File: src/rtl/scs_pkg.sv
package scs_pkg;

    localparam int COORD_WIDTH_DEF = 32;
    localparam int CFG_INDEX_WIDTH = 2;
    localparam int LATENCY         = 5;

    typedef enum logic [1:0] {
        MODE_POINT  = 2'd0,
        MODE_SEG    = 2'd1,
        MODE_SPHERE = 2'd2,
        MODE_NONE   = 2'd3
    } mode_t;

    typedef enum logic [CFG_INDEX_WIDTH-1:0] {
        REG_CENTRE_X = 2'd0,
        REG_CENTRE_Y = 2'd1,
        REG_CENTRE_Z = 2'd2,
        REG_RADIUS   = 2'd3
    } cfg_reg_t;

    typedef struct packed {
        logic  vld;
        mode_t mode;
    } ctl_t;

endpackage

File: src/rtl/scs_cfg.sv
module scs_cfg #(
    parameter int COORD_WIDTH = 32
) (
    input  logic                                  clk,
    input  logic                                  rst_n,
    input  logic                                  cfg_write,
    input  logic [scs_pkg::CFG_INDEX_WIDTH-1:0]   cfg_index,
    input  logic [COORD_WIDTH-1:0]                cfg_data,
    output logic signed [COORD_WIDTH-1:0]         centre_x,
    output logic signed [COORD_WIDTH-1:0]         centre_y,
    output logic signed [COORD_WIDTH-1:0]         centre_z,
    output logic [COORD_WIDTH-2:0]                radius
);
    import scs_pkg::*;

    logic signed [COORD_WIDTH-1:0] cx_reg, cy_reg, cz_reg;
    logic [COORD_WIDTH-2:0]        rad_reg;

    always_ff @(posedge clk or negedge rst_n)
    begin
        if (!rst_n)
        begin
            cx_reg  <= '0;
            cy_reg  <= '0;
            cz_reg  <= '0;
            rad_reg <= '0;
        end
        else if (cfg_write)
        begin
            unique case (cfg_reg_t'(cfg_index))
                REG_CENTRE_X: cx_reg  <= cfg_data;
                REG_CENTRE_Y: cy_reg  <= cfg_data;
                REG_CENTRE_Z: cz_reg  <= cfg_data;
                REG_RADIUS:   rad_reg <= cfg_data[COORD_WIDTH-2:0];
                default:      ;
            endcase
        end
    end

    assign centre_x = cx_reg;
    assign centre_y = cy_reg;
    assign centre_z = cz_reg;
    assign radius   = rad_reg;

endmodule

File: config.mk
export PLATFORM = sky130hd
export DESIGN_NAME = scs_cfg
export DESIGN_NICKNAME = d
export VERILOG_FILES = /design/src/rtl/scs_pkg.sv /design/src/rtl/scs_cfg.sv
export SDC_FILE = /design/constraint.sdc
export NUM_CORES = 1
export LEC_CHECK = 0
export ABC_AREA = 0
export BUFFER_PORTS_ARGS = -buffer_cell sky130_fd_sc_hd__buf_2
export CAP_MARGIN = 20
export CORE_MARGIN = 4
export CORE_UTILIZATION = 49
export CTS_CLUSTER_SIZE = 24
export DETAILED_ROUTE_END_ITERATION = 8
export PLACE_DENSITY = 0.89
export SYNTH_ARGS = -nofsm -noshare
export SYNTH_HDL_FRONTEND = slang
export SYNTH_SLANG_ARGS = --single-unit
File: constraint.sdc
create_clock -name clk -period 0.8 [get_ports clk]
set_input_delay 0.16 -clock clk [delete_from_list [all_inputs] [get_ports clk]]
set_output_delay 0.16 -clock clk [all_outputs]
set_load 0.01 [all_outputs]
; Word-level counts from Yosys, hierarchy flattened
; Cells that the tools add are included.
[word_totals]
reg_bits = 127
in_bits = 37
[classes]
n_eq_ne = 3
n_reduce_logical = 5
[op_table]
columns = cell, count
row1 = $reduce_and A2 Y1, 4
row2 = $eq A2 B2 Y1 const B, 2
row3 = $eq A2 B1 Y1 const B, 1
row4 = $logic_not A2 Y1, 1

; Longest topological paths before layout
[logic_depth]
word_depth = 2
depth_mapped = 3
depth_no_buf = 2

; Worst setup path after synthesis
; No wires, ideal clock.
[synth_timing]
path_type = input to register
from = input cfg_index[1] (netlist bit)
to = register cx_reg[0], in the netlist centre_x[0]
arrival_time_ns = 0.960
required_ns = 0.675
slack_ns = -0.285
path_stages = 3
path_buffers = 1
path_cell_list = nor3b_4 buf_6 mux2_2
[synth_via]
elab_chain_len = 2
[synth_rtl]
columns = element, line
row1 = start: declaration, scs_cfg.sv:7  ; input logic [scs_pkg::CFG_INDEX_WIDTH-1:0] cfg_index,
row2 = $logic_not A2 Y1, scs_cfg.sv:30  ; unique case (cfg_reg_t'(cfg_index))
row3 = $reduce_and A2 Y1 (no line), -
row4 = end signal: assignment, scs_cfg.sv:31  ; REG_CENTRE_X: cx_reg <= cfg_data;
row5 = end: declaration, scs_cfg.sv:16  ; logic signed [COORD_WIDTH-1:0] cx_reg, cy_reg, cz_reg;
; No other way between the ends.
; A chain may end at the register's enable or synchronous reset.

; Worst setup path after layout
[layout_timing]
from = register rad_reg[9], in the netlist radius[9]
to = output radius[9]
[layout_rtl]
columns = element, line
row1 = start: declaration, scs_cfg.sv:17  ; logic [COORD_WIDTH-2:0] rad_reg;
row2 = start signal: assignment, scs_cfg.sv:34  ; REG_RADIUS: rad_reg <= cfg_data[COORD_WIDTH-2:0];
row3 = end: declaration, scs_cfg.sv:12  ; output logic [COORD_WIDTH-2:0] radius
; No word-level cell between the ends.

==> results.txt <==
----------------------------------------------------
[Worst setup path]
  Instance count on the critical path ... 1
  Highest net fanout along the worst path ... 2
  Crit Reg-Reg Startpoint ... radius[1]$_DFFE_PN0P_
  Sort of element at the start of the critical path ... register
  Capture instance of the worst register-to-register path ... radius[1]$_DFFE_PN0P_
  Setup slack on the worst flop-to-flop path ... -210 ps
  Crit path max-delay cell type ... sky130_fd_sc_hd__dfrtp_1
  Arrival @ worst endpoint ... ~1100 ps
  Startpoint of the worst setup timing path ... radius[9]$_DFFE_PN0P_
  Critical path buffers and inverters ... 1
  Largest delay share family, worst path ... flip-flops
  Slowest cell delay on critical path ... between 400 and 500 ps
  Class of the most critical setup path ... reg -> out
  Data required time at the worst endpoint ... between 600 and 700 ps
  Register-to-Register Path Depth ... 3
  Setup crit end kind ... output pin
  Destination of the critical timing path ... radius[9]
  List of cells traversed by the critical path ... buf_2

[Synthesis]
  Yosys Warn Count ... 0
  Summed instance area of the synthesized netlist ... between 0.004 and 0.005 sq mm
  Predominant post-synthesis flop cell ... sky130_fd_sc_hd__dfrtp_1
  Avg Inst Size Synth ... 17.6 sq um
  Share of Yosys cell area claimed by the top area cell type ... approximately 67%
  Leading post-synthesis cells by cell area ... sky130_fd_sc_hd__dfrtp_1, sky130_fd_sc_hd__mux2_2, sky130_fd_sc_hd__buf_4, sky130_fd_sc_hd__buf_6, sky130_fd_sc_hd__mux2_1
  Net Count, Synth ... 307
  Proportion of synthesized flip-flops having asynchronous set or reset ... between 90% and 100%
  Sequential share of the synthesized area ... 67.0%
  Post-synth cell types ... 9
  Ranking of synthesized cells by instance count ... sky130_fd_sc_hd__dfrtp_1, sky130_fd_sc_hd__mux2_2, sky130_fd_sc_hd__buf_4
  Library cell with the largest summed area after synthesis ... sky130_fd_sc_hd__dfrtp_1
  Number of flops mapped to enable cells by yosys ... 0
  Most used standard cell by instance count after synthesis ... sky130_fd_sc_hd__dfrtp_1
  FF+latch count, synth ... roughly 130
  Cell count after synthesis ... between 200 and 300

[Run status]
  Failing checks ... setup timing
  Status ... finished, violations left

[Timing]
  Number of pins exceeding their max-slew limit in the final report ... 0
  Pin slew with the least headroom to its limit ... ~350 ps
  Final worst setup slack ... -458 ps
  Time the worst path needs with I/O delays and setup ... 1260 ps
  Layout Skew ... 0 ps
  Final setup fails ... between 150 and 200
  Setup repair after global routing missed its margin ... true
  Final Cycle Share ... 157%
  Highest clock rate ... between 0.7 and 0.8 GHz
  Relative slew slack ... between 70% and 80%
  Count of final hold-check violations ... 0

[GRT]
  Total track usage ... 23.8%
  Largest net degree at the start of global routing ... between 60 and 70
  Sum of overflow across all layers after global routing ... 0
  First-pass GRT wire length ... approximately 21000 um
  Number of antenna violations at the first check in global routing ... 1
  Via count of the first global-routing pass ... 3762

[Power and ir drop]
  Maximum vdd ir drop ... 2.14 mV
  Leakage Power ... 3.91 nW
  Clk pwr share ... between 30% and 40%
  Internal cell power ... 16.8 mW
  Fraction of power spent switching nets ... between 20% and 30%
  Power Dens Cells ... 2910 mW/mm^2
  Net switching power ... slightly above 6 mW
  PnR Total Power ... about 23 mW
  Combinational cell fraction of total power ... about a quarter
  Sequential share of power ... a little under two fifths

[Routing]
  DR pass1 iterations ... 4
  Number of nets still failing antenna checks after routing ... 0
  Violation count after the first detailed-route iteration ... roughly 160
  Residual DRC ... 0
  Drt via density ... approximately 5.0
  Via count ... between 3000 and 4000
  Routed wirelength normalized by instance count ... ~22 um
  Total routed wirelength ... between 10000 and 15000 um

[Layout]
  Final layout net count ... roughly 580
  End-of-flow core utilization ... 83.9%
  Layout cell share with drive strength beyond 1 ... slightly above 70%
  Number of diodes ... 0
  Area growth from synthesis to layout ... 65.1%
  Fin cells ... ~700

[Clock network]
  Buffers from clock root to sink, at most ... 2
  Number of sinks handled by clock tree synthesis ... roughly 130
  H-tree levels ... 4
  TritonCTS clock tree ... done
  Clock Pin Slew Worst Setup and Hold Paths ... ~70 ps
  Clock latency at the later pin of the worst-skew pair ... around 500 ps
  Number of clock buffers inserted by TritonCTS ... 17
  Clock root buffer ... sky130_fd_sc_hd__clkbuf_8

[Floorplan]
  Cell Rows ... 35
  Die area ... between 0.01 and 0.015 sq mm
  Floorplan Core Area ... a little over 0.009 sq mm
  Starting density of the core ... about half
  DIE WIDTH ... ~110 um
  Number of placed I/O pins ... roughly 160
  Die Height ... ~110 um

[Worst hold path]
  Path class of the lowest-slack min-delay path ... in -> async

[Place]
  Number of buffers inserted by port buffering ... approximately 160
  Weighted congestion reported at the end of routability-driven placement ... ~0.76
  Setup Slack @ Placement ... -496 ps
  Final HPWL from detailed placement ... 7740 um
  Number of cells in the design after placement ... 562

[Flow run]
  Max Cap Viol ... 0

----------------------------------------------------
[sequential cells by signal, indices dropped and copies added (netlist names)]
name      count
centre_x     32
centre_y     32
centre_z     32
radius       31
[tightest hold or removal path: cells and delay by family]
kind,cells,cell delay [ps]
buf+inv,3,950
[power by group through the flow]
stage	Combinational, mW	Sequential, mW	Clock [mW]
after global placement	3.80	8.31	0
after detailed placement	3.94	8.38	0
after CTS	4.80	8.27	8.54
after global routing	6.10	8.64	8.91
final	5.77	8.51	8.51
after floorplan	1.42	8.93	0
[placed cells by master (no fill, tap or decap), types with 2 or more instances in the layout]
cell type                       count
sky130_fd_sc_hd__buf_12             8
sky130_fd_sc_hd__buf_2            121
sky130_fd_sc_hd__buf_4             23
sky130_fd_sc_hd__buf_6             76
sky130_fd_sc_hd__bufinv_16          5
sky130_fd_sc_hd__clkbuf_16         17
sky130_fd_sc_hd__clkbuf_8           3
sky130_fd_sc_hd__clkinv_4           3
sky130_fd_sc_hd__dfrtp_1          127
sky130_fd_sc_hd__dlygate4sd3_1     33
sky130_fd_sc_hd__inv_6              2
sky130_fd_sc_hd__mux2_2            72
sky130_fd_sc_hd__mux2_4            55
sky130_fd_sc_hd__nand3b_1           2
[worst min-delay path by stage]
stage	start	end	cells after the start
after floorplan	rst_n	centre_x[0]$_DFFE_PN0P_	0
after global placement	rst_n	radius[3]$_DFFE_PN0P_	2
after detailed placement	rst_n	radius[6]$_DFFE_PN0P_	2
after CTS	rst_n	centre_z[10]$_DFFE_PN0P_	3
after global routing	rst_n	radius[3]$_DFFE_PN0P_	3
final	rst_n	radius[3]$_DFFE_PN0P_	3
[metrics by stage]
step                      hold WS, ps  TNS [ps]  instance area [sq um]
after floorplan                  -136    -21820                   4920
final                             209    -54020                   7830
after detailed placement          208    -56090                   5940
after CTS                         223    -53600                   7310
after global placement            197    -51910                   5940
after global routing              237    -60180                   7830
[repair_timing]
item                                    4_1_cts  5_1_grt
setup buffers                                38       38
endpoints found under the setup margin      127      187
hold endpoints to repair                    254        0
hold buffers                                 33        0
resized for setup                            22       83
cloned                                        0        1
[logic make-up after synthesis]
logic type,share of synthesized area (%)
multiplexers,30.2
AND/OR/NAND/NOR,0.818
buffers and inverters,1.98
flip-flops,67.0
[area by class of cell]
class	count	area, sq um
tap	129	161
timing repair buffer	262	2150
multi-input combinational	131	1690
clock inverter	12	206
fill	462	1500
sequential	127	3180
clock buffer	20	445
[metal layers]
layer / track usage [%] / part of all wire (%)
met5: 0 / 0.047
met4: 7.49 / 3.2
met3: 6.50 / 5.3
met2: 43.5 / 54
met1: 26.9 / 37
Note: power is estimated with default switching activity, not from simulation.
